[config.mk]
export PLATFORM = sky130hd
export DESIGN_NAME = sm3_control
export DESIGN_NICKNAME = d
export VERILOG_FILES = /design/src/rtl/sm3_pkg.sv /design/src/rtl/sm3_control.sv
export SDC_FILE = /design/constraint.sdc
export NUM_CORES = 1
export LEC_CHECK = 0
export BUFFER_PORTS_ARGS = -buffer_cell sky130_fd_sc_hd__buf_2
export CORE_MARGIN = 10
export CORE_UTILIZATION = 34
export CTS_CLUSTER_SIZE = 14
export DETAILED_ROUTE_END_ITERATION = 7
export HOLD_SLACK_MARGIN = 0.03
export PLACE_DENSITY = 0.6
export RECOVER_POWER = 100
export SYNTH_ARGS = -nofsm -noshare
export SYNTH_HDL_FRONTEND = slang
export SYNTH_SLANG_ARGS = --single-unit
[constraint.sdc]
create_clock -name clock -period 1.9 [get_ports clock]
set_clock_uncertainty 0.1 [all_clocks]
set_input_delay 0.285 -clock clock [delete_from_list [all_inputs] [get_ports clock]]
set_output_delay 0.285 -clock clock [all_outputs]
set_load 0.05 [all_outputs]
[src/rtl/sm3_pkg.sv]
// ----------------------------------------------------------------------------
// SM3 package
// Shared types, constants and round functions of the SM3 hash engine.
// ----------------------------------------------------------------------------
package sm3_pkg;

   localparam int WordWidth = 32;
   localparam int CountWidth = 61;

   typedef logic [31:0] word_type;

   typedef struct packed {
      logic [31:0] message_word;
      logic [2:0]  valid_bytes;
      logic        final_word;
   } req_type;

   typedef struct packed {
      logic [31:0] digest_word;
      logic [2:0]  word_index;
      logic        digest_done;
   } rsp_type;

   // Commands from the controller to the datapath.
   typedef struct packed {
      logic absorb;      // absorb the accepted input transaction
      logic spill;       // absorb the bytes left over from a block boundary
      logic pad_start;   // write 0x80 and zero fill from the current position
      logic pad_length;  // write the bit length into words 14 and 15
      logic clear_tail;  // zero the whole buffer (extra padding block)
      logic comp_start;  // load working registers, begin expansion
      logic round;       // perform one round
      logic comp_end;    // fold working registers into chaining value
      logic restart;     // reset chaining value and count
   } cmd_type;

   typedef struct packed {
      logic       block_full;  // absorb filled position 63
      logic       has_spill;   // bytes are left over for the next block
      logic       tail_long;   // padding start position above 55
      logic       last_round;  // round index is 63
   } sts_type;

   localparam word_type TjLow  = 32'h79CC4519;
   localparam word_type TjHigh = 32'h7A879D8A;
   localparam logic [7:0] PadByte = 8'h80;
   localparam logic [5:0] TailLimit = 6'd55;

   localparam word_type Iv [8] = '{
      32'h7380166F, 32'h4914B2B9, 32'h172442D7, 32'hDA8A0600,
      32'hA96F30BC, 32'h163138AA, 32'hE38DEE4D, 32'hB0FB0E4E};

   function automatic word_type rol(input word_type x, input logic [4:0] n);
      rol = (x << n) | (x >> (6'd32 - {1'b0, n}));
   endfunction

   function automatic word_type p0(input word_type x);
      p0 = x ^ rol(x, 5'd9) ^ rol(x, 5'd17);
   endfunction

   function automatic word_type p1(input word_type x);
      p1 = x ^ rol(x, 5'd15) ^ rol(x, 5'd23);
   endfunction

endpackage

[src/rtl/sm3_control.sv]
// ----------------------------------------------------------------------------
// SM3 controller
// Sequences absorption, padding, compression and digest output.
// ----------------------------------------------------------------------------
module sm3_control (
   input  logic             clock,
   input  logic             reset,
   input  logic             req_valid,
   input  logic             req_final,
   output logic             req_ready,
   output logic             rsp_valid,
   input  logic             rsp_ready,
   input  sm3_pkg::sts_type sts,
   output sm3_pkg::cmd_type cmd,
   output logic [2:0]       out_index
);
   import sm3_pkg::*;

   typedef enum logic [2:0] {
      S_IDLE, S_LOAD, S_ROUNDS, S_FOLD, S_SPILL, S_PAD, S_LENGTH, S_OUT
   } state_type;

   state_type state_ff, state_in;
   logic fin_ff, fin_in;     // the final word has been accepted
   logic pad_ff, pad_in;     // the pad byte has been written
   logic last_ff, last_in;   // this is the final compression
   logic [2:0] idx_ff, idx_in;
   logic acc;

   assign req_ready = (state_ff == S_IDLE);
   assign acc = req_valid && req_ready;
   assign rsp_valid = (state_ff == S_OUT);
   assign out_index = idx_ff;

   always_comb begin
      cmd = '0;
      state_in = state_ff;
      fin_in = fin_ff;
      pad_in = pad_ff;
      last_in = last_ff;
      idx_in = idx_ff;
      case (state_ff)
         S_IDLE: begin
            if (acc) begin
               cmd.absorb = 1'b1;
               fin_in = req_final;
               pad_in = 1'b0;
               last_in = 1'b0;
               if (sts.block_full) state_in = S_LOAD;
               else if (req_final) state_in = S_PAD;
            end
         end
         S_LOAD: begin
            cmd.comp_start = 1'b1;
            state_in = S_ROUNDS;
         end
         S_ROUNDS: begin
            cmd.round = 1'b1;
            if (sts.last_round) state_in = S_FOLD;
         end
         S_FOLD: begin
            cmd.comp_end = 1'b1;
            if (last_ff) begin
               idx_in = '0;
               state_in = S_OUT;
            end else if (sts.has_spill) begin
               state_in = S_SPILL;
            end else if (fin_ff) begin
               state_in = pad_ff ? S_LENGTH : S_PAD;
            end else begin
               state_in = S_IDLE;
            end
         end
         S_SPILL: begin
            cmd.spill = 1'b1;
            state_in = fin_ff ? S_PAD : S_IDLE;
         end
         S_PAD: begin
            cmd.pad_start = 1'b1;
            pad_in = 1'b1;
            if (!sts.tail_long) begin
               cmd.pad_length = 1'b1;
               last_in = 1'b1;
            end
            state_in = S_LOAD;
         end
         S_LENGTH: begin
            cmd.clear_tail = 1'b1;
            cmd.pad_length = 1'b1;
            last_in = 1'b1;
            state_in = S_LOAD;
         end
         S_OUT: begin
            if (rsp_ready) begin
               idx_in = idx_ff + 3'd1;
               if (idx_ff == 3'd7) begin
                  cmd.restart = 1'b1;
                  fin_in = 1'b0;
                  pad_in = 1'b0;
                  last_in = 1'b0;
                  state_in = S_IDLE;
               end
            end
         end
         default: state_in = S_IDLE;
      endcase
   end

   always_ff @(posedge clock) begin
      if (reset) begin
         state_ff <= S_IDLE;
         fin_ff <= 1'b0;
         pad_ff <= 1'b0;
         last_ff <= 1'b0;
         idx_ff <= '0;
      end else begin
         state_ff <= state_in;
         fin_ff <= fin_in;
         pad_ff <= pad_in;
         last_ff <= last_in;
         idx_ff <= idx_in;
      end
   end

endmodule

# Yosys cells after proc, flatten, opt, wreduce, memory -nomap -nowiden
# Index checks and enable logic that the tools add are counted.
# word_totals
regBits,9
latch_bits,0
mem_bits_rw,0
mem_bits_ro,0
wordCells,69
mem_count,0
# classes
n_addsub,1
n_mul,0
div_mod_pow,0
magnitude_cmp,0
n_eq_ne,15
n_shift,0
muxes,36
bitwise,0
n_reduce_logical,12
# ops
operator,count
3-bit 2-to-1 mux,12
3-bit case mux with 7 select lines,1
1-bit 2-to-1 mux,17
"3-bit equality test, second input constant",5
5-bit AND reduction,2
4-bit AND reduction,2
"3-bit by 2-bit equality test with 1-bit output, second input constant",2
"2-bit by 1-bit != test with 1-bit output, second input constant",3
"2-bit != test, second input constant",3
3-bit case mux with 2 select lines,1
1-bit case mux with 2 select lines,2
1-bit case mux with 4 select lines,1
2-bit nonzero test,2
4-bit nonzero test,1
"3-bit by 1-bit adder with 3-bit output, second input constant",1
"3-bit by 1-bit equality test with 1-bit output, second input constant",1
3-bit logical NOT,1
"3-bit by 2-bit != test with 1-bit output, second input constant",1
1-bit case mux with 3 select lines,1
3-bit AND reduction,1
3-bit nonzero test,1
2-bit 2-to-1 mux,1
2-bit OR reduction,1
1-bit logical AND,1

# Longest topological paths before layout
# logic_depth
ltp_word,5
ltp_mapped,6
depth_no_buf,6

# Least setup slack after synthesis
# Ideal clock, no wire load.
# synth_timing
kind,flip-flop to output port
from,reg idx_ff[0] (netlist: out_index[0])
to,out cmd[0] (netlist name)
arrival_time_ps,2259
path_slack_ps,-744
stages_incl_launch_ff,5
path_buffers,0
path_cell_list,dfxtp_1 ha_1 ha_1 nand2_1 nor3_1
# synth_rtl
item,line,rtl
"start, declared",sm3_control.sv:27,"logic [2:0] idx_ff, idx_in;"
"start signal, assigned",sm3_control.sv:121,idx_ff <= idx_in;
"end, declared",sm3_control.sv:14,"output sm3_pkg::cmd_type cmd,"

==> run metrics <==
initial antenna violation count=0; Setup Viol. Count Final=0; gpl congestion=about 0.87; Max FO, Critical Path=8; Synth warnings=0; Clock power frac=12.8%; post-synthesis instance total=79; clk slew on worst S/H paths=about 0.070 ns; RSZ-0062 raised after global routing=no; Initial Util=between 30% and 40%; Nets=115; Metal-1 WL=939 um; area grow syn2layout=24.08%; Reg power frac=29.2%; startpoint class of the critical path=flip-flop; CTS tree=built; Via density=~5.2; worst skew pair latency=0.27 ns; Placed Instance Area=784.5 um^2; WP data arrival=1.42 ns; DR pass1 iterations=4; met2 wire length=about 760 um; Synth Net Count=90; final worst-path cycle share=95.26%; Gate power share=57.9%; crit path capture type=output pin; number of max-cap violations=0; DR WL met3=145 um; Worst VDD drop=~0.67 mV; Fillers=between 200 and 250; buffers added on ports=22; first-pass GRT wire length=between 3 and 4 mm; worst hold path class=input port to flip-flop; clk root buf=clkbuf_4; Final Util=45.67%; Rows=15; CTS sink count=9; Power Density=1484 nW/um^2; Antenna diodes=0; most frequent cells in the layout=nand2_1, buf_2, clkbuf_2; drt drc=0; Slew Viols, Final=0; GR Util All Layers=9.451%; vias in the first global route=642; vias post-DR=661; Cell variety after synth=37; FMAX=552.5 MHz; Final Routed Wirelength=1.874 mm; Psw=0.0006402 W; die width=63.70 um; Seq cells post-synth=9; Ports=23; Int Pwr=~0.00056 W; WL per Instance=14.64 um; post-synthesis sequential area ratio=27.75%; detailed placement HPWL=1.453 mm; critical path class=flip-flop to output pin; relative max-transition margin=60.04%; Worst Path Required=1.51 ns; Die ar.=4058 um^2; antenna-violating nets left=0; TritonCTS Buffers=3; largest net degree at the start of global routing=13; Final Cell Area=805.8 um^2; Switching Share=between 50% and 60%; Tightest Pin Transition=0.6019 ns; clk buf depth=2; layout cells sized above 1=41.75%; Tmin final=approximately 1.8 ns; cts hold-fix bufs=0; H-Tree Depth=1; Post-Syn Area per Cell=8.220 um^2; outcome=completed; Final Hold Vio Count=0; most common cell after layout, fill and taps aside=nand2_1; grt total ovfl=0; Leakage=0.3468 nW; DIE HEIGHT=63.70 um; core area=1764 um^2; uppermost routed layer=met4; First DRT Iteration DRCs=22; Syn Std Cell Area=649.4 um^2
[power groups by stage]
stage               Sequential (W)  Combinational (W)  Clock, W
floorplan                 0.000263           0.000662         0
finish                    0.000349           0.000692  0.000154
global placement          0.000339           0.000713         0
global route              0.000363           0.000746  0.000173
detailed placement        0.000344           0.000707         0
CTS                       0.000344           0.000717  0.000160
[area by class of cell]
cell class	instances	area, um^2	area share [%]
Clock buffer	3	22.52	2.795
Clock inverter	1	5.005	0.6211
Inverter	4	15.01	1.863
Multi-Input combinational cell	59	391.6	48.60
Sequential cell	9	188.9	23.45
Tap cell	25	31.28	3.882
Timing Repair Buffer	27	151.4	18.79
[timing repair]
item | CTS | global route
endpoints found under the setup margin | 6 | 4
setup buffers | 0 | 1
resized for setup | 6 | 3
pin swaps | 0 | 1
cloned | 0 | 0
[sequential cells by signal (all words and copies together), names as in the netlist]
register / cells
state_ff: 3
last_ff: 1
pad_ff: 1
fin_ff: 1
out_index: 3
[cells in the mapped netlist, drive strengths merged]
cell type	n	area share, %
o31ai	2	2.3
mux2	1	1.7
dfxtp	9	28
and3	1	1.7
or2	1	0.96
o22ai	1	0.96
mux2i	1	1.5
nor4	3	4.8
or3	1	0.96
a31oi	2	1.9
o21a	1	1.2
inv	4	2.3
ha	2	3.9
nand3b	1	1.2
nor3	5	6.4
a21boi	1	1.2
and2	2	2.1
a32oi	1	2.5
a311oi	1	1.3
o31a	1	1.3
o21ai	4	3.1
nor2b	1	0.96
buf	7	9.2
a21oi	6	5.2
nand2	9	5.2
nor2	7	4.4
nand3	2	1.5
nor3b	2	2.3
[layer usage]
layer / global-route usage [%] / vias to the layer above
met5: 0 / -
met4: 4.372 / 0
met3: 4.947 / 4
met2: 12.69 / 25
met1: 12.00 / 300
li1: - / 332
[metrics by stage]
| step | hold WS [ns] | setup WS (ns) | setup TNS, ns | cells | total power (W) |
|---|---|---|---|---|---|
| detailed placement | 0.3755 | 0.1872 | 0 | 123 | 0.001051 |
| finish | 0.2011 | 0.09011 | 0 | 128 | 0.001195 |
| global placement | 0.3727 | 0.2190 | 0 | 123 | 0.001052 |
| CTS | 0.1928 | 0.008220 | 0 | 127 | 0.001221 |
| floorplan | 0.3504 | -0.005775 | -0.005775 | 79 | 0.0009247 |
| global route | 0.1928 | 0.01245 | 0 | 128 | 0.001282 |
[logic make-up (layout without fill, tap and decap cells)]
| logic type | after synthesis | after routing | synth area share [%] |
|---|---|---|---|
| AO/OA/AOI/OAI | 20 | 20 | 21.00 |
| adder cells (fa/ha/maj) | 2 | 2 | 3.853 |
| buffers and inverters | 11 | 35 | 11.56 |
| flip-flops | 9 | 9 | 27.75 |
| multiplexers | 2 | 2 | 3.275 |
| AND/OR/NAND/NOR | 35 | 35 | 32.57 |
[final timing paths]
check	start	endpoint	slack (ns)	depth (start not counted)
worst max-delay path	state_ff[2]	cmd[8]	0.09	4
worst min-delay path	reset	out_index[0]	0.20	2
worst max register to register	out_index[0]	last_ff	0.33	6
worst min register to register	out_index[1]	out_index[1]	0.39	2
[worst max-delay path, cell delays in order (launching register included)]
cell      delay, ns
dfxtp_4        0.37
buf_4          0.14
nor3_4         0.20
and2_2         0.21
clkbuf_4       0.24
Power figures use the tool's default switching activity.
